File: src/rtl/core/bfa_pkg.sv
package bfa_pkg;

    // default memory size in units
    localparam int unsigned MEM_UNITS_DEF = 256;

    localparam int unsigned SIZE_W = 9;
    localparam int unsigned BASE_W = 8;
    localparam int unsigned STAT_W = 2;
    localparam int unsigned POL_W  = 2;

    // fit policies
    localparam logic [POL_W-1:0] POL_FIRST = 2'd0;
    localparam logic [POL_W-1:0] POL_NEXT  = 2'd1;
    localparam logic [POL_W-1:0] POL_BEST  = 2'd2;
    localparam logic [POL_W-1:0] POL_WORST = 2'd3;

    // result status codes
    localparam logic [STAT_W-1:0] STAT_DONE     = 2'd0;
    localparam logic [STAT_W-1:0] STAT_NOFIT    = 2'd1;
    localparam logic [STAT_W-1:0] STAT_OVERSIZE = 2'd2;

    // request mode
    localparam logic MODE_FREE = 1'b1;

    typedef enum logic [3:0] {
        S_CLEAR,
        S_IDLE,
        S_DECODE,
        S_REDUCE,
        S_SCAN,
        S_DRAIN,
        S_CHECK,
        S_MARK,
        S_RESP
    } state_t;

    // controller -> datapath
    typedef struct packed {
        logic              load;
        logic              scan_start;
        logic              scan_issue;
        logic              reduce;
        logic              mark_start;
        logic              mark_step;
        logic              clear_step;
        logic              resp_load;
        logic [STAT_W-1:0] resp_code;
    } dp_cmd_t;

    // datapath -> controller
    typedef struct packed {
        logic oversize;
        logic size_zero;
        logic is_free;
        logic next_mode;
        logic base_ge;
        logic scan_last;
        logic have;
        logic mark_last;
        logic clear_last;
        logic out_blocked;
    } dp_sts_t;

endpackage

File: src/rtl/core/bitmap_fit_allocator.sv
// Bitmap run allocator: one occupancy bit per memory unit, held in a RAM.
// Request channel (in_valid/in_ready): mode 0 allocates run_size units,
// mode 1 frees run_size units starting at run_base (wrapping at the end).
// Result channel (out_valid/out_ready): status and found_base, one result
// per request, in order. fit_policy (first, next, best or worst fit) must be
// written via cfg_we/cfg_wdata while the block is idle; it does not enforce this.
// Work per request, N = MEM_UNITS:
//   first/best/worst allocate: a full scan of all N units, one unit per
//   cycle through the single RAM port, then the marking pass over the run.
//   next-fit allocate: the scan starts at the next-fit position, stops at the
//   first fit and may run run_size - 1 units past its start to catch a run
//   that wraps. free: N is subtracted from run_base until it is below N,
//   then the marking pass. errors (oversize, zero-size allocate): no scan.
// One request is in work at a time; in_ready is high only when idle.
// Reset clears the next-fit position and the policy, then a clearing pass
// writes zero to all N map entries with in_ready low.
// The result sits in an output register; if the receiver stalls, the block
// still takes and processes the next request, holding its result until the
// output register frees up.
module bitmap_fit_allocator #(
    parameter int unsigned MEM_UNITS = bfa_pkg::MEM_UNITS_DEF
) (
    input  logic                        clk,
    input  logic                        rst_n,
    input  logic                        cfg_we,
    input  logic [bfa_pkg::POL_W-1:0]   cfg_wdata,
    input  logic                        in_valid,
    output logic                        in_ready,
    input  logic                        mode,
    input  logic [bfa_pkg::SIZE_W-1:0]  run_size,
    input  logic [bfa_pkg::BASE_W-1:0]  run_base,
    output logic                        out_valid,
    input  logic                        out_ready,
    output logic [bfa_pkg::STAT_W-1:0]  status,
    output logic [bfa_pkg::BASE_W-1:0]  found_base
);

    bfa_pkg::dp_cmd_t cmd;
    bfa_pkg::dp_sts_t sts;

    // sequencer: clear pass, decode, base reduce, scan, drain, check, mark, respond
    bfa_ctrl u_ctrl (
        .clk      (clk),
        .rst_n    (rst_n),
        .in_valid (in_valid),
        .in_ready (in_ready),
        .sts      (sts),
        .cmd      (cmd)
    );

    // map RAM, scan trackers, next-fit pointer, result register
    bfa_datapath #(
        .MEM_UNITS (MEM_UNITS)
    ) u_dp (
        .clk        (clk),
        .rst_n      (rst_n),
        .cfg_we     (cfg_we),
        .cfg_wdata  (cfg_wdata),
        .mode       (mode),
        .run_size   (run_size),
        .run_base   (run_base),
        .out_ready  (out_ready),
        .out_valid  (out_valid),
        .status     (status),
        .found_base (found_base),
        .cmd        (cmd),
        .sts        (sts)
    );

    // one request in work at a time
    assert property (@(posedge clk) disable iff (!rst_n)
        (in_valid && in_ready) |=> !in_ready)
        else $error("request accepted while another in work");

    // only defined status codes come out
    assert property (@(posedge clk) disable iff (!rst_n)
        out_valid |-> (status == bfa_pkg::STAT_DONE || status == bfa_pkg::STAT_NOFIT ||
                       status == bfa_pkg::STAT_OVERSIZE))
        else $error("undefined status code");

    // base is zero unless the allocate succeeded
    assert property (@(posedge clk) disable iff (!rst_n)
        (out_valid && status != bfa_pkg::STAT_DONE) |-> (found_base == '0))
        else $error("nonzero base on failed request");

    // map is never written during a scan
    assert property (@(posedge clk) disable iff (!rst_n)
        cmd.scan_issue |-> !(cmd.mark_step || cmd.clear_step))
        else $error("map write during scan");

endmodule

File: src/rtl/core/bfa_ram.sv
module bfa_ram #(
    parameter int unsigned WIDTH = 1,
    parameter int unsigned DEPTH = bfa_pkg::MEM_UNITS_DEF
) (
    input  logic                     clk,
    input  logic                     we,
    input  logic [$clog2(DEPTH)-1:0] addr,
    input  logic [WIDTH-1:0]         wdata,
    output logic [WIDTH-1:0]         rdata
);

    logic [WIDTH-1:0] mem [DEPTH];
    logic [WIDTH-1:0] rdata_reg;

    always_ff @(posedge clk)
    begin
        if (we)
        begin
            mem[addr] <= wdata;
        end
        rdata_reg <= mem[addr];
    end

    assign rdata = rdata_reg;

endmodule

File: src/rtl/core/bfa_datapath.sv
module bfa_datapath #(
    parameter int unsigned MEM_UNITS = bfa_pkg::MEM_UNITS_DEF
) (
    input  logic                        clk,
    input  logic                        rst_n,
    input  logic                        cfg_we,
    input  logic [bfa_pkg::POL_W-1:0]   cfg_wdata,
    input  logic                        mode,
    input  logic [bfa_pkg::SIZE_W-1:0]  run_size,
    input  logic [bfa_pkg::BASE_W-1:0]  run_base,
    input  logic                        out_ready,
    output logic                        out_valid,
    output logic [bfa_pkg::STAT_W-1:0]  status,
    output logic [bfa_pkg::BASE_W-1:0]  found_base,
    input  bfa_pkg::dp_cmd_t            cmd,
    output bfa_pkg::dp_sts_t            sts
);

    localparam int unsigned AW = $clog2(MEM_UNITS);
    // wide enough for the longest next-fit scan index
    localparam int unsigned LW = $clog2(2 * MEM_UNITS + 512);
    localparam logic [LW-1:0] N_L    = LW'(MEM_UNITS);
    localparam logic [AW-1:0] LAST_A = AW'(MEM_UNITS - 1);

    logic [bfa_pkg::POL_W-1:0]  fit_policy_reg, fit_policy_next;
    logic                       mode_reg, mode_next;
    logic [LW-1:0]              size_reg, size_next;
    logic [bfa_pkg::BASE_W-1:0] rbase_reg, rbase_next;
    logic [AW-1:0]              addr_reg, addr_next;
    logic [LW-1:0]              j_reg, j_next;
    logic                       pvalid_reg, pvalid_next;
    logic [AW-1:0]              paddr_reg, paddr_next;
    logic [LW-1:0]              len_reg, len_next;
    logic [AW-1:0]              run_start_reg, run_start_next;
    logic                       have_reg, have_next;
    logic [LW-1:0]              best_len_reg, best_len_next;
    logic [AW-1:0]              best_base_reg, best_base_next;
    logic [LW-1:0]              cnt_reg, cnt_next;
    logic [AW-1:0]              nf_pos_reg, nf_pos_next;
    logic                       out_valid_reg, out_valid_next;
    logic [bfa_pkg::STAT_W-1:0] status_reg, status_next;
    logic [bfa_pkg::BASE_W-1:0] found_reg, found_next;

    logic          ram_we;
    logic          ram_wdata;
    logic          ram_rdata;
    logic          next_mode;
    logic          is_free;
    logic [AW-1:0] addr_inc;
    logic [LW-1:0] j_last;
    logic [LW-1:0] rbase_w;
    logic [LW-1:0] rbase_sub;
    logic [LW-1:0] best_base_w;
    logic [LW-1:0] len_plus;
    logic          free_bit;
    logic          close_run;
    logic [LW-1:0] close_len;
    logic [AW-1:0] close_start;
    logic          qual;

    assign next_mode   = (fit_policy_reg == bfa_pkg::POL_NEXT);
    assign is_free     = (mode_reg == bfa_pkg::MODE_FREE);
    assign addr_inc    = (addr_reg == LAST_A) ? '0 : addr_reg + 1'b1;
    assign j_last      = next_mode ? (N_L + size_reg - LW'(2)) : (N_L - LW'(1));
    assign rbase_w     = LW'(rbase_reg);
    assign rbase_sub   = rbase_w - N_L;
    assign best_base_w = LW'(best_base_reg);
    assign len_plus    = len_reg + LW'(1);
    assign free_bit    = !ram_rdata;
    assign close_run   = !free_bit || (paddr_reg == LAST_A);
    assign close_len   = free_bit ? len_plus : len_reg;
    assign close_start = (free_bit && len_reg == '0) ? paddr_reg : run_start_reg;

    always_comb
    begin
        case (fit_policy_reg)
            bfa_pkg::POL_FIRST: qual = !have_reg;
            bfa_pkg::POL_BEST:  qual = !have_reg || (close_len < best_len_reg);
            bfa_pkg::POL_WORST: qual = !have_reg || (close_len > best_len_reg);
            bfa_pkg::POL_NEXT:  qual = 1'b0;
            default:            qual = 1'b0;
        endcase
    end

    assign ram_we    = cmd.mark_step || cmd.clear_step;
    assign ram_wdata = cmd.mark_step && !is_free;

    bfa_ram #(
        .WIDTH (1),
        .DEPTH (MEM_UNITS)
    ) u_map (
        .clk   (clk),
        .we    (ram_we),
        .addr  (addr_reg),
        .wdata (ram_wdata),
        .rdata (ram_rdata)
    );

    always_comb
    begin
        fit_policy_next = fit_policy_reg;
        mode_next       = mode_reg;
        size_next       = size_reg;
        rbase_next      = rbase_reg;
        addr_next       = addr_reg;
        j_next          = j_reg;
        pvalid_next     = cmd.scan_issue;
        paddr_next      = addr_reg;
        len_next        = len_reg;
        run_start_next  = run_start_reg;
        have_next       = have_reg;
        best_len_next   = best_len_reg;
        best_base_next  = best_base_reg;
        cnt_next        = cnt_reg;
        nf_pos_next     = nf_pos_reg;
        out_valid_next  = out_valid_reg;
        status_next     = status_reg;
        found_next      = found_reg;

        if (cfg_we)
        begin
            fit_policy_next = cfg_wdata;
        end

        if (cmd.load)
        begin
            mode_next  = mode;
            size_next  = LW'(run_size);
            rbase_next = run_base;
        end

        if (cmd.reduce)
        begin
            rbase_next = rbase_sub[bfa_pkg::BASE_W-1:0];
        end

        // hole tracking on the word read in the previous cycle
        if (pvalid_reg && !next_mode)
        begin
            if (free_bit)
            begin
                len_next = len_plus;
                if (len_reg == '0)
                begin
                    run_start_next = paddr_reg;
                end
            end
            else
            begin
                len_next = '0;
            end
            if (close_run && (close_len >= size_reg) && qual)
            begin
                have_next      = 1'b1;
                best_len_next  = close_len;
                best_base_next = close_start;
            end
        end

        // next fit: stop at the first stretch that reaches the size
        if (pvalid_reg && next_mode && !have_reg)
        begin
            if (free_bit)
            begin
                len_next = len_plus;
                if (len_reg == '0)
                begin
                    run_start_next = paddr_reg;
                end
                if (len_plus == size_reg)
                begin
                    have_next      = 1'b1;
                    best_base_next = (len_reg == '0) ? paddr_reg : run_start_reg;
                end
            end
            else
            begin
                len_next = '0;
            end
        end

        if (cmd.scan_start)
        begin
            addr_next     = next_mode ? nf_pos_reg : '0;
            j_next        = '0;
            len_next      = '0;
            have_next     = 1'b0;
            best_len_next = '0;
        end

        if (cmd.scan_issue)
        begin
            addr_next = addr_inc;
            j_next    = j_reg + LW'(1);
        end

        if (cmd.mark_start)
        begin
            addr_next = is_free ? rbase_w[AW-1:0] : best_base_reg;
            cnt_next  = size_reg;
        end

        if (cmd.mark_step)
        begin
            addr_next = addr_inc;
            cnt_next  = cnt_reg - LW'(1);
            if (cnt_reg == LW'(1) && !is_free && next_mode)
            begin
                nf_pos_next = addr_inc;
            end
        end

        if (cmd.clear_step)
        begin
            addr_next = addr_inc;
        end

        if (out_valid_reg && out_ready)
        begin
            out_valid_next = 1'b0;
        end

        if (cmd.resp_load)
        begin
            out_valid_next = 1'b1;
            status_next    = cmd.resp_code;
            if (cmd.resp_code == bfa_pkg::STAT_DONE && !is_free)
            begin
                found_next = best_base_w[bfa_pkg::BASE_W-1:0];
            end
            else
            begin
                found_next = '0;
            end
        end
    end

    always_ff @(posedge clk or negedge rst_n)
    begin
        if (!rst_n)
        begin
            fit_policy_reg <= bfa_pkg::POL_FIRST;
            mode_reg       <= 1'b0;
            size_reg       <= '0;
            rbase_reg      <= '0;
            addr_reg       <= '0;
            j_reg          <= '0;
            pvalid_reg     <= 1'b0;
            paddr_reg      <= '0;
            len_reg        <= '0;
            run_start_reg  <= '0;
            have_reg       <= 1'b0;
            best_len_reg   <= '0;
            best_base_reg  <= '0;
            cnt_reg        <= '0;
            nf_pos_reg     <= '0;
            out_valid_reg  <= 1'b0;
            status_reg     <= bfa_pkg::STAT_DONE;
            found_reg      <= '0;
        end
        else
        begin
            fit_policy_reg <= fit_policy_next;
            mode_reg       <= mode_next;
            size_reg       <= size_next;
            rbase_reg      <= rbase_next;
            addr_reg       <= addr_next;
            j_reg          <= j_next;
            pvalid_reg     <= pvalid_next;
            paddr_reg      <= paddr_next;
            len_reg        <= len_next;
            run_start_reg  <= run_start_next;
            have_reg       <= have_next;
            best_len_reg   <= best_len_next;
            best_base_reg  <= best_base_next;
            cnt_reg        <= cnt_next;
            nf_pos_reg     <= nf_pos_next;
            out_valid_reg  <= out_valid_next;
            status_reg     <= status_next;
            found_reg      <= found_next;
        end
    end

    assign out_valid  = out_valid_reg;
    assign status     = status_reg;
    assign found_base = found_reg;

    assign sts.oversize    = (size_reg > N_L);
    assign sts.size_zero   = (size_reg == '0);
    assign sts.is_free     = is_free;
    assign sts.next_mode   = next_mode;
    assign sts.base_ge     = (rbase_w >= N_L);
    assign sts.scan_last   = (j_reg == j_last);
    assign sts.have        = have_reg;
    assign sts.mark_last   = (cnt_reg == LW'(1));
    assign sts.clear_last  = (addr_reg == LAST_A);
    assign sts.out_blocked = out_valid_reg && !out_ready;

endmodule

File: src/rtl/core/bfa_ctrl.sv
module bfa_ctrl (
    input  logic             clk,
    input  logic             rst_n,
    input  logic             in_valid,
    output logic             in_ready,
    input  bfa_pkg::dp_sts_t sts,
    output bfa_pkg::dp_cmd_t cmd
);

    bfa_pkg::state_t            state_reg, state_next;
    logic [bfa_pkg::STAT_W-1:0] code_reg, code_next;

    always_ff @(posedge clk or negedge rst_n)
    begin
        if (!rst_n)
        begin
            state_reg <= bfa_pkg::S_CLEAR;
            code_reg  <= bfa_pkg::STAT_DONE;
        end
        else
        begin
            state_reg <= state_next;
            code_reg  <= code_next;
        end
    end

    always_comb
    begin
        state_next    = state_reg;
        code_next     = code_reg;
        cmd           = '0;
        cmd.resp_code = code_reg;
        in_ready      = 1'b0;

        unique case (state_reg)
            bfa_pkg::S_CLEAR:
            begin
                cmd.clear_step = 1'b1;
                if (sts.clear_last)
                begin
                    state_next = bfa_pkg::S_IDLE;
                end
            end
            bfa_pkg::S_IDLE:
            begin
                in_ready = 1'b1;
                if (in_valid)
                begin
                    cmd.load   = 1'b1;
                    state_next = bfa_pkg::S_DECODE;
                end
            end
            bfa_pkg::S_DECODE:
            begin
                if (sts.oversize)
                begin
                    code_next  = bfa_pkg::STAT_OVERSIZE;
                    state_next = bfa_pkg::S_RESP;
                end
                else if (sts.is_free)
                begin
                    code_next  = bfa_pkg::STAT_DONE;
                    state_next = sts.size_zero ? bfa_pkg::S_RESP : bfa_pkg::S_REDUCE;
                end
                else if (sts.size_zero)
                begin
                    code_next  = bfa_pkg::STAT_NOFIT;
                    state_next = bfa_pkg::S_RESP;
                end
                else
                begin
                    cmd.scan_start = 1'b1;
                    state_next     = bfa_pkg::S_SCAN;
                end
            end
            bfa_pkg::S_REDUCE:
            begin
                if (sts.base_ge)
                begin
                    cmd.reduce = 1'b1;
                end
                else
                begin
                    cmd.mark_start = 1'b1;
                    state_next     = bfa_pkg::S_MARK;
                end
            end
            bfa_pkg::S_SCAN:
            begin
                if (sts.next_mode && sts.have)
                begin
                    state_next = bfa_pkg::S_CHECK;
                end
                else
                begin
                    cmd.scan_issue = 1'b1;
                    if (sts.scan_last)
                    begin
                        state_next = bfa_pkg::S_DRAIN;
                    end
                end
            end
            bfa_pkg::S_DRAIN:
            begin
                state_next = bfa_pkg::S_CHECK;
            end
            bfa_pkg::S_CHECK:
            begin
                if (sts.have)
                begin
                    code_next      = bfa_pkg::STAT_DONE;
                    cmd.mark_start = 1'b1;
                    state_next     = bfa_pkg::S_MARK;
                end
                else
                begin
                    code_next  = bfa_pkg::STAT_NOFIT;
                    state_next = bfa_pkg::S_RESP;
                end
            end
            bfa_pkg::S_MARK:
            begin
                cmd.mark_step = 1'b1;
                if (sts.mark_last)
                begin
                    state_next = bfa_pkg::S_RESP;
                end
            end
            bfa_pkg::S_RESP:
            begin
                if (!sts.out_blocked)
                begin
                    cmd.resp_load = 1'b1;
                    state_next    = bfa_pkg::S_IDLE;
                end
            end
            default:
            begin
                state_next = bfa_pkg::S_IDLE;
            end
        endcase
    end

endmodule
File: config.mk
export PLATFORM = sky130hd
export DESIGN_NAME = bitmap_fit_allocator
export DESIGN_NICKNAME = d
export VERILOG_FILES = /design/src/rtl/core/bfa_pkg.sv /design/src/rtl/core/bitmap_fit_allocator.sv /design/src/rtl/core/bfa_ram.sv /design/src/rtl/core/bfa_datapath.sv /design/src/rtl/core/bfa_ctrl.sv
export SDC_FILE = /design/constraint.sdc
export NUM_CORES = 1
export LEC_CHECK = 0
export BUFFER_PORTS_ARGS = -buffer_cell sky130_fd_sc_hd__buf_2
export CORE_ASPECT_RATIO = 1.25
export CORE_MARGIN = 2
export CORE_UTILIZATION = 35
export CTS_BUF_LIST = sky130_fd_sc_hd__clkbuf_2
export CTS_CLUSTER_SIZE = 10
export DETAILED_ROUTE_END_ITERATION = 10
export SKIP_LAST_GASP = 1
export SLEW_MARGIN = 20
export SYNTH_ARGS = -nofsm -noshare
export SYNTH_HDL_FRONTEND = slang
export SYNTH_SLANG_ARGS = --single-unit
File: constraint.sdc
create_clock -name clk -period 10.4 [get_ports clk]
set_clock_uncertainty 0.05 [all_clocks]
set_input_delay 0.52 -clock clk [delete_from_list [all_inputs] [get_ports clk]]
set_output_delay 0.52 -clock clk [all_outputs]
set_load 0.1 [all_outputs]
==> out/results.txt, run 1 <==
mux share of post-synthesis cell area: 12.10%
Sequential Power Share: 60.0%
WS Path Type: flip-flop to flip-flop
filler instances: 5,035
ys async rst share: 31.65%
gr usage total: 17.09%
critical path's top delay family: buffers and inverters
CTS Buf Count: 98
Critical R2R Capture: u_dp.u_map.mem[176]$_DFFE_PP_
commonest non-fill, non-tap cell in the layout: nor2_1
multi-input logic area: 6982 sq um
number of synthesized register bits: 376
core area: 51,550 sq um
hold slack: 0.1787 ns
Hold Path Depth: 3
sw frac: 24.62%
routability cong.: 0.8787
Largest register FFs: 256
post-synthesis cell count: 1,516
Fmax: 0.2182 GHz
worst path cell trace: nand3_1, nor2_4, buf_4, buf_4
Final Slew Violations: 0
Reg2Reg Depth: 4
Lkg Pwr: 7.682 nW
grt ovf: 0
post-synth top area share: 42.06%
fraction of layout instances using a drive strength above 1: 20.91%
Seq. cell area: 10,690 sq um
startpoint types: flip-flop
DR vias/cell: 5.376
Synth Area in Simple Gates: 14.01%
most frequent CP cell: buf_4
initial antenna violation count: 1
Post-DP HPWL: 27.56 mm
Root Buffer: clkbuf_2
DRT iter0 DRCs: 980
setup slack after layout: 5.817 ns
EDFF count, synth: 256
Worst-Margin Slew: 1.180 ns
Clock Pin Slew Worst Setup and Hold Paths: 0.11 ns
nets: 1,654
Final Setup Violations: 0
cell-internal power: 0.001991 W
Mean Syn Cell Area: 12.06 sq um
Final Cycle Share: 44.07%
pre-CTS WS: 5.941 ns
num rows: 93
Reg with most FFs: u_dp.u_map.mem
r2r setup slk: 5.82 ns
placed instance area: 18,950 sq um
Num Clock Sinks: 376
Sum Neg Setup Slack: 0 ns
commonest non-fill, non-tap cells in the layout: 326 x nor2_1, 256 x edfxtp_1, 151 x clkbuf_2
P&R area growth vs syn: 10.51%
Die ar.: 54,080 sq um
synthesized cell area: 18,280 sq um
Slew HR: 21.12%
largest stage delay on the critical path: 0.97 ns
CP arrival: 5.24 ns
Die X: 208.4 microns
DRT antenna net count: 0
status: completed
count of cell types in the netlist: 78
post-CTS sizing: 0
Switch Pwr: 0.0006501 W
top cells by area, synth: edfxtp_1 42%, dfrtp_1 16%, mux4_2 7.9%
maximum clock insertion buffer count: 3
routed wire length: 46.08 mm
post-synthesis compound-gate area fraction: 7.948%
CP endpoint kind: flip-flop
# DRC: 0
first-pass GRT wire length: 71.18 mm
IO Port Bufs: 36
xor and xnor area share after synthesis: 1.814%
critical path's slowest cell: nor2_4
clock share of power: 38.8%
Die Ht: 259.5 microns
Pwr Density: 130.7 nW/um^2
unrepaired setup endpoints after global routing: no
Req. time, crit path: 11.06 ns
Routed WL per cell: 19.69 microns
syn nets: 1,573
worst min-delay path endpoint: u_dp.rbase_reg[2]$_DFFE_PN0P_
Buf/Inv on CP: 2
HP Start: run_base[2]
vias in the first global route: 12,860
post-layout util: 39.19%
largest net degree at the start of global routing: 114
final instance area: 20,200 sq um
Yosys Warn Count: 0
Clock Latency Late Sink: 1.13 ns
worst r2r src: u_ctrl.state_reg[2]$_DFFE_PN0P_
combinational group share of total power: 1.3%
Most used DFF post-synth: edfxtp_1
max_cap viols: 0
CTS tree: done
via count: 12,580
Initial Utilization: 35.46%
Synth Area in Adders: 2.191%
Worst Hold Class: input pin to flip-flop
register area share after synthesis: 58.46%
CP max FO: 113
peak supply drop: 0.07989 mV
post-route minimum period: 4.583 ns
largest family of logic cells by synthesized area: simple AND/OR/NAND/NOR gates
Final Hold Fails: 0
I/O pin total: 37
DRT Pass-1 Iters: 8
htree depth: 3
Yosys top cell by area: edfxtp_1
==> through the flow <==
step	power, W	std cells
after floorplan	0.001622	1516
after global placement	0.001639	2127
after detailed placement	0.001640	2128
after CTS	0.002680	2339
after global routing	0.002749	2340
final	0.002641	2340
==> cells in the mapped netlist, types with 11 or more instances <==
cell type and number:
inv_1 35, mux4_2 64, o211ai_1 13, or3_1 17, xor2_1 13, a22oi_1 26
mux2i_1 24, a21oi_1 44, xnor2_1 23, nand2_1 106, a22o_1 11, nor3_1 16
clkbuf_1 74, nor2_1 327, mux2_2 47, ha_1 32, buf_2 15, nand3_1 37
edfxtp_1 256, o21ai_0 46, dfrtp_1 119
==> layout make-up <==
class	instances	area share, %
antenna	1	0.01239
clock buffer	151	3.741
clock inverter	26	0.6442
inverter	35	0.6504
multi-input combinational	998	34.56
sequential	376	52.92
tap	665	4.119
timing repair buffer	88	3.345
==> power groups by stage <==
stage                     combinational (W)  sequential [W]  clock, W
after floorplan                  0.00000582         0.00162         0
after global placement            0.0000226         0.00162         0
after detailed placement          0.0000230         0.00162         0
after CTS                         0.0000344         0.00158   0.00106
after global routing              0.0000372         0.00158   0.00113
final                             0.0000336         0.00158   0.00102
==> worst max-delay path by stage <==
stage                     slack, ns                              end  cells past startpoint                             from
after floorplan                1.91      u_dp.u_map.mem[0]$_DFFE_PP_                      6  u_ctrl.state_reg[1]$_DFFE_PN0P_
after global placement         6.06  u_dp.best_base_reg[1]$_DFF_PN0_                     13      u_dp.len_reg[0]$_DFFE_PN0P_
after detailed placement       5.94     u_dp.u_map.mem[22]$_DFFE_PP_                      6  u_ctrl.state_reg[1]$_DFFE_PN0P_
after CTS                      5.89    u_dp.u_map.mem[176]$_DFFE_PP_                      4  u_ctrl.state_reg[2]$_DFFE_PN0P_
after global routing           5.41    u_dp.u_map.mem[178]$_DFFE_PP_                      6  u_ctrl.state_reg[1]$_DFFE_PN0P_
final                          5.82    u_dp.u_map.mem[176]$_DFFE_PP_                      4  u_ctrl.state_reg[2]$_DFFE_PN0P_
==> logic make-up after synthesis <==
family                     count (synthesis)
and+or+nand+nor                          579
DFF                                      376
AOI/OAI and AO/OA                        215
buffers and inverters                    142
muxes                                    135
xor gates and xnor gates                  37
adders and majority gates                 32
==> worst register-to-register path, delay by kind of cell, from the launching register on <==
family	cells	cell delay, ns
buffers and inverters	2	1.76
flip-flops	1	0.71
AND/OR/NAND/NOR	2	1.65
==> per-layer routing <==
layer	track usage (%)	part of all wire, %
met1	20.98	42
met2	29.15	49
met3	3.412	5.9
met4	7.734	3.1
met5	0	0
==> repair_timing <==
action                                  CTS  global route
endpoints found under the hold margin    90             0
endpoints found under the setup margin    0             0
hold buffers                             34             0
buffers inserted                          0             0
(Power assumes the default switching activity.)
==> run 2, diff against run 1 <==
- clock period: 10.4 -> 4.7 ns (I/O delays scaled with it)
==> out/results.txt, run 2 (synthesized netlist as in run 1, its figures left out) <==
status: completed (unchanged)
P&R area growth vs syn: 11.65% (was 10.51%)
DRT antenna net count: 0 (unchanged)
DR vias/cell: 5.390 (was 5.376)
Highest Signal Layer: met4 (unchanged)
critical path's slowest cell: dfrtp_1 (was nor2_4)
Detail Route met3 WL: 3.236 mm (was 2.729 mm)
Worst-Margin Slew: 1.119 ns (was 1.180 ns)
placed instance count: 2,137 (was 2,128)
CTS tree: done (unchanged)
Die Ht: 259.5 microns (unchanged)
Worst Hold Class: input pin to async pin (was input pin to flip-flop)
core area: 51,550 sq um (unchanged)
setup slack after layout: 0.7078 ns (was 5.817 ns)
WS Path Type: flip-flop to flip-flop (unchanged)
CP endpoint kind: flip-flop (unchanged)
Die X: 208.4 microns (unchanged)
met1 WL: 19.21 mm (was 19.13 mm)
via count: 12,700 (was 12,580)
# DRC: 0 (unchanged)
worst path cell trace: ha_1, and3_1, nand2_1, nor3_1, xor2_1, ha_1, nand3_1, a21oi_1, a211oi_1, nand4b_1, a311oi_4, buf_4, mux2_2, o21ai_1 (was nand3_1, nor2_4, buf_4, buf_4)
commonest non-fill, non-tap cell in the layout: nor2_1 (unchanged)
I/O pin total: 37 (unchanged)
gr usage total: 17.46% (was 17.09%)
max_cap viols: 0 (unchanged)
metal2 WL: 22.86 mm (was 22.79 mm)
CTS Buf Count: 99 (was 98)
post-route insts no fill: 2,356 (was 2,340)
Req. time, crit path: 5.61 ns (was 11.06 ns)
num rows: 93 (unchanged)
Clock Pin Slew Worst Setup and Hold Paths: 0.11 ns (about the same)
most frequent CP cell: ha_1 (was buf_4)
routed wire length: 46.74 mm (was 46.08 mm)
initial antenna violation count: 2 (was 1)
maximum clock insertion buffer count: 3 (unchanged)
nets: 1,679 (was 1,654)
DRT Pass-1 Iters: 6 (was 8)
worst r2r src: u_dp.len_reg[0]$_DFFE_PN0P_ (was u_ctrl.state_reg[2]$_DFFE_PN0P_)
CP arrival: 4.90 ns (was 5.24 ns)
routability cong.: 0.8670 (was 0.8787)
Final Cycle Share: 84.94% (was 44.07%)
Die ar.: 54,080 sq um (unchanged)
first-pass GRT wire length: 72.84 mm (was 71.18 mm)
Pwr Density: 284.8 nW/um^2 (was 130.7 nW/um^2)
htree depth: 3 (unchanged)
Sum Neg Setup Slack: 0 ns (unchanged)
Fmax: 0.2505 GHz (was 0.2182 GHz)
Initial Utilization: 35.46% (unchanged)
DRT iter0 DRCs: 1,124 (was 980)
Root Buffer: clkbuf_2 (unchanged)
largest net degree at the start of global routing: 257 (was 114)
Post-DP HPWL: 28.17 mm (was 27.56 mm)
Final Slew Violations: 0 (unchanged)
Slew HR: 25.20% (was 21.12%)
largest stage delay on the critical path: 0.52 ns (was 0.97 ns)
Num Clock Sinks: 376 (unchanged)
startpoint types: flip-flop (unchanged)
vias in the first global route: 12,820 (was 12,860)
pre-CTS WS: 0.7862 ns (was 5.941 ns)
fraction of layout instances using a drive strength above 1: 21.02% (was 20.91%)
Lkg Pwr: 7.776 nW (was 7.682 nW)
grt ovf: 0 (unchanged)
unrepaired setup endpoints after global routing: no (unchanged)
commonest non-fill, non-tap cells in the layout: 326 x nor2_1, 256 x edfxtp_1, 151 x clkbuf_2 (unchanged)
post-route minimum period: 3.992 ns (was 4.583 ns)
CP max FO: 9 (was 113)
Final Hold Fails: 0 (unchanged)
Critical Path Source: u_dp.len_reg[0]$_DFFE_PN0P_ (was u_ctrl.state_reg[2]$_DFFE_PN0P_)
Clock Latency Late Sink: 1.13 ns (about the same)
Reg with most FFs: u_dp.u_map.mem (unchanged)
Final Setup Violations: 0 (unchanged)
Routed WL per cell: 19.84 microns (was 19.69 microns)
Largest register FFs: 256 (unchanged)
peak supply drop: 0.2185 mV (was 0.07989 mV)
IO Port Bufs: 36 (unchanged)
[run 2: cell count changes in the layout (fill, tap and decap cells not counted), sizes merged]
cell         change
buf              +9
clkinv          -10
clkinvlp         +1
diode            +1
dlygate4sd3     +15
[run 2: worst paths after layout]
check                                                   to  slack (ns)  depth (start not counted)
min                           u_dp.addr_reg[1]$_DFFE_PN0P_        0.21                          4
max                        u_dp.best_base_reg[5]$_DFF_PN0_        0.71                         14
min reg2reg                 u_dp.found_base[2]$_DFFE_PN0P_        0.43                          2
min in group clk           u_ctrl.state_reg[3]$_DFFE_PN0P_        0.32                          6
max in group asynchronous   u_dp.found_base[3]$_DFFE_PN0P_        3.73                          4
max reg2reg                u_dp.best_base_reg[5]$_DFF_PN0_        0.71                         14
[run 2: stage by stage]
step	hold slack [ns]	power (W)	util, %	instance area, sq um
floorplan	-0.1106	0.003589	-	18290
global placement	0.1884	0.003629	36.93	19030
detailed placement	0.1931	0.003629	36.93	19030
CTS	0.1048	0.005899	39.56	20390
global route	0.1656	0.006071	39.58	20400
finish	0.2078	0.005812	39.59	20410
[run 2: layout make-up]
| type | count | area, sq um |
|---|---|---|
| fill | 5031 | 31140 |
| timing repair buffer | 112 | 910.9 |
| antenna | 2 | 5.005 |
| sequential | 376 | 10690 |
| inverter | 35 | 131.4 |
| clock buffer | 151 | 755.7 |
| multi-input combinational | 998 | 6982 |
| tap | 665 | 832.0 |
| clock inverter | 17 | 100.1 |
[run 2: critical path: cells and delay by family (launching register included)]
kind	cells	cell delay, ns
DFF	1	0.52
xor gates and xnor gates	1	0.28
and+or+nand+nor	5	0.97
adders and majority gates	2	0.68
muxes	1	0.35
buffers and inverters	1	0.25
AOI/OAI and AO/OA	4	0.79
[run 2: power by group]
group	total (W)	switching (W)	internal (W)
logic	0.0000863	0.0000421	0.0000442
registers	0.00350	0.00000332	0.00350
clock network	0.00222	0.00136	0.000862
total	0.00581	0.00140	0.00441
[run 2: repair_timing]
action / in CTS / in global routing
buffers inserted: 0 / 0
hold buffers: 49 / 0
hold endpoints to repair: 144 / 0
gates resized for setup: 0 / 0
[run 2: metal layers]
layer	vias to the layer above	track usage, %
met5	-	0
met4	0	7.574
met3	109	3.702
met2	460	28.86
met1	6325	22.21
li1	5804	-
==> run 3, diff against run 2 <==
- clock period: 4.7 -> 4.05 ns (I/O delays scaled with it)
==> out/results.txt, run 3 (synthesized netlist as in run 1, its figures left out) <==
status: completed (unchanged)
met3 GRT Util: 4.271% (was 3.702%)
Sequential Power Share: 61.4% (was 60.3%)
Die ar.: 54,080 sq um (unchanged)
WS Path Type: flip-flop to flip-flop (unchanged)
cell-internal power: 0.005048 W (was 0.004408 W)
largest stage delay on the critical path: 0.59 ns (was 0.52 ns)
gr busiest metal: met2 (unchanged)
Clock Latency Late Sink: 1.05 ns (was 1.13 ns)
Clock Pin Slew Worst Setup and Hold Paths: 0.10 ns (was 0.11 ns)
worst path cell trace: and3_1, nand2_1, nor3_1, xor2_1, ha_1, nand3_1, a21oi_1, a211oi_1, nand4b_1, a311oi_4, buf_4, mux2_2, o21ai_1 (was ha_1, and3_1, nand2_1, nor3_1, xor2_1, ha_1, nand3_1, a21oi_1, a211oi_1, nand4b_1, a311oi_4, buf_4, mux2_2, o21ai_1)
Fmax: 0.2665 GHz (was 0.2505 GHz)
Reg with most FFs: u_dp.u_map.mem (unchanged)
first-pass GRT wire length: 72.20 mm (was 72.84 mm)
placed instance count: 2,162 (was 2,137)
Slew HR: 28.51% (was 25.20%)
Routed WL per cell: 19.62 microns (was 19.84 microns)
largest net degree at the start of global routing: 205 (was 257)
Setup crit end: u_dp.best_base_reg[2]$_DFF_PN0_ (was u_dp.best_base_reg[5]$_DFF_PN0_)
nets: 1,706 (was 1,679)
DRT Pass-1 Iters: 5 (was 6)
I/O pin total: 37 (unchanged)
Reg2Reg Depth: 13 (was 14)
commonest non-fill, non-tap cells in the layout: 326 x nor2_1, 256 x edfxtp_1, 141 x clkbuf_2 (was 326 x nor2_1, 256 x edfxtp_1, 151 x clkbuf_2)
CP endpoint kind: flip-flop (unchanged)
worst r2r src: u_dp.len_reg[3]$_DFFE_PN0P_ (was u_dp.len_reg[0]$_DFFE_PN0P_)
Worst Hold Class: input pin to async pin (unchanged)
max_cap viols: 0 (unchanged)
post-route insts no fill: 2,378 (was 2,356)
CP max FO: 11 (was 9)
Die X: 208.4 microns (unchanged)
Root Buffer: clkbuf_2 (unchanged)
commonest non-fill, non-tap cell in the layout: nor2_1 (unchanged)
CTS tree: done (unchanged)
DRT iter0 DRCs: 1,215 (was 1,124)
CP arrival: 4.60 ns (was 4.90 ns)
startpoint types: flip-flop (unchanged)
critical path's slowest cell: dfrtp_1 (unchanged)
maximum clock insertion buffer count: 3 (unchanged)
Critical Path Source: u_dp.len_reg[3]$_DFFE_PN0P_ (was u_dp.len_reg[0]$_DFFE_PN0P_)
Lkg Pwr: 7.880 nW (was 7.776 nW)
pre-CTS WS: 0.3001 ns (was 0.7862 ns)
Critical R2R Capture: u_dp.best_base_reg[2]$_DFF_PN0_ (was u_dp.best_base_reg[5]$_DFF_PN0_)
Die Ht: 259.5 microns (unchanged)
DRT antenna net count: 0 (unchanged)
vias in the first global route: 12,880 (was 12,820)
DR vias/cell: 5.368 (was 5.390)
Sum Neg Setup Slack: 0 ns (unchanged)
r2r setup slk: 0.30 ns (was 0.71 ns)
post-route minimum period: 3.753 ns (was 3.992 ns)
routed wire length: 46.65 mm (was 46.74 mm)
sw frac: 23.83% (was 24.17%)
P&R area growth vs syn: 12.75% (was 11.65%)
Final Cycle Share: 92.66% (was 84.94%)
Worst-Margin Slew: 1.070 ns (was 1.119 ns)
via count: 12,770 (was 12,700)
Largest register FFs: 256 (unchanged)
routability cong.: 0.8894 (was 0.8670)
Final Slew Violations: 0 (unchanged)
M2 GR Usage: 29.02% (was 28.86%)
CTS Buf Count: 99 (unchanged)
setup slack after layout: 0.2973 ns (was 0.7078 ns)
initial antenna violation count: 2 (unchanged)
Post-DP HPWL: 29.49 mm (was 28.17 mm)
unrepaired setup endpoints after global routing: no (unchanged)
IO Port Bufs: 36 (unchanged)
met1 usage: 21.43% (was 22.21%)
Switch Pwr: 0.001579 W (was 0.001405 W)
core area: 51,550 sq um (unchanged)
Pwr Density: 321.6 nW/um^2 (was 284.8 nW/um^2)
combinational group share of total power: 1.5% (about the same)
Initial Utilization: 35.46% (unchanged)
Final Hold Fails: 0 (unchanged)
Final Setup Violations: 0 (unchanged)
grt ovf: 0 (unchanged)
peak supply drop: 0.2161 mV (was 0.2185 mV)
Num Clock Sinks: 376 (unchanged)
htree depth: 3 (unchanged)
clock share of power: 37.1% (was 38.2%)
Req. time, crit path: 4.90 ns (was 5.61 ns)
total power: 0.006627 W (was 0.005812 W)
fraction of layout instances using a drive strength above 1: 21.88% (was 21.02%)
gr usage total: 17.32% (was 17.46%)
# DRC: 0 (unchanged)
num rows: 93 (unchanged)
==> run 3: cell count changes in the layout (fill, tap and decap cells not counted), moves of 2 or more <==
cell,before,now
buf_4,26,50
clkbuf_2,151,141
clkinv_1,9,12
inv_2,0,3
buf_12,3,5
dfrtp_1,117,115
dfrtp_2,1,3
diode_2,2,4
inv_8,2,0
==> run 3: what timing repair did <==
| action | 4_1_cts | 5_1_grt |
|---|---|---|
| hold buffers | 49 | 0 |
| resized for setup | 0 | 2 |
| setup buffers | 0 | 2 |
| hold endpoints to repair | 151 | 0 |
| setup endpoints to repair | 0 | 14 |
==> run 3: layout make-up <==
| type | instances | area, sq um |
|---|---|---|
| clock buffer | 141 | 705.7 |
| inverter | 35 | 131.4 |
| timing repair buffer | 139 | 1159 |
| multi-input combinational | 998 | 6982 |
| antenna | 4 | 10.01 |
| fill | 4989 | 30940 |
| sequential | 376 | 10690 |
| tap | 665 | 832.0 |
| clock inverter | 20 | 96.34 |
==> run 3: per-stage QoR <==
step,utilization (%),hold slack (ns),cell area [sq um]
2_1_floorplan,-,-0.1431,18290
3_3_place_gp,37.36,0.3627,19260
3_5_place_dp,37.36,0.3746,19260
4_1_cts,39.90,0.1058,20570
5_1_grt,39.98,0.1507,20610
6_report,39.98,0.2515,20610
==> run 3: per-layer routing <==
metal / vias up / routed length, microns
met5: - / 0
met4: 0 / 1335
met3: 96 / 3145
met2: 448 / 22920
met1: 6375 / 19250
li1: 5847 / -
==> run 3: power by group through the flow <==
| stage | Sequential [W] | Clock [W] | Combinational [W] |
|---|---|---|---|
| 2_1_floorplan | 0.00415 | 0 | 0.0000149 |
| 3_3_place_gp | 0.00415 | 0 | 0.0000582 |
| 3_5_place_dp | 0.00415 | 0 | 0.0000597 |
| 4_1_cts | 0.00407 | 0.00256 | 0.000101 |
| 5_1_grt | 0.00407 | 0.00274 | 0.000110 |
| 6_report | 0.00407 | 0.00246 | 0.0000993 |
==> run 3: how the worst min path moves through the flow <==
stage               start                              to  cells past startpoint
floorplan           rst_n  u_ctrl.code_reg[0]$_DFFE_PN0P_                      0
global placement    rst_n     u_dp.cnt_reg[5]$_DFFE_PN0P_                      1
detailed placement  rst_n     u_dp.cnt_reg[7]$_DFFE_PN0P_                      1
CTS                 rst_n    u_dp.addr_reg[5]$_DFFE_PN0P_                      4
global route        rst_n       u_dp.j_reg[2]$_DFFE_PN0P_                      4
finish              rst_n    u_dp.addr_reg[5]$_DFFE_PN0P_                      4
==> run 3: worst max-delay path: cells and delay by family (launching register included) <==
| kind | cells | cell delay, ns |
|---|---|---|
| and+or+nand+nor | 5 | 0.99 |
| AOI/OAI and AO/OA | 4 | 0.78 |
| DFF | 1 | 0.59 |
| muxes | 1 | 0.35 |
| adders and majority gates | 1 | 0.30 |
| xor gates and xnor gates | 1 | 0.27 |
| buffers and inverters | 1 | 0.26 |
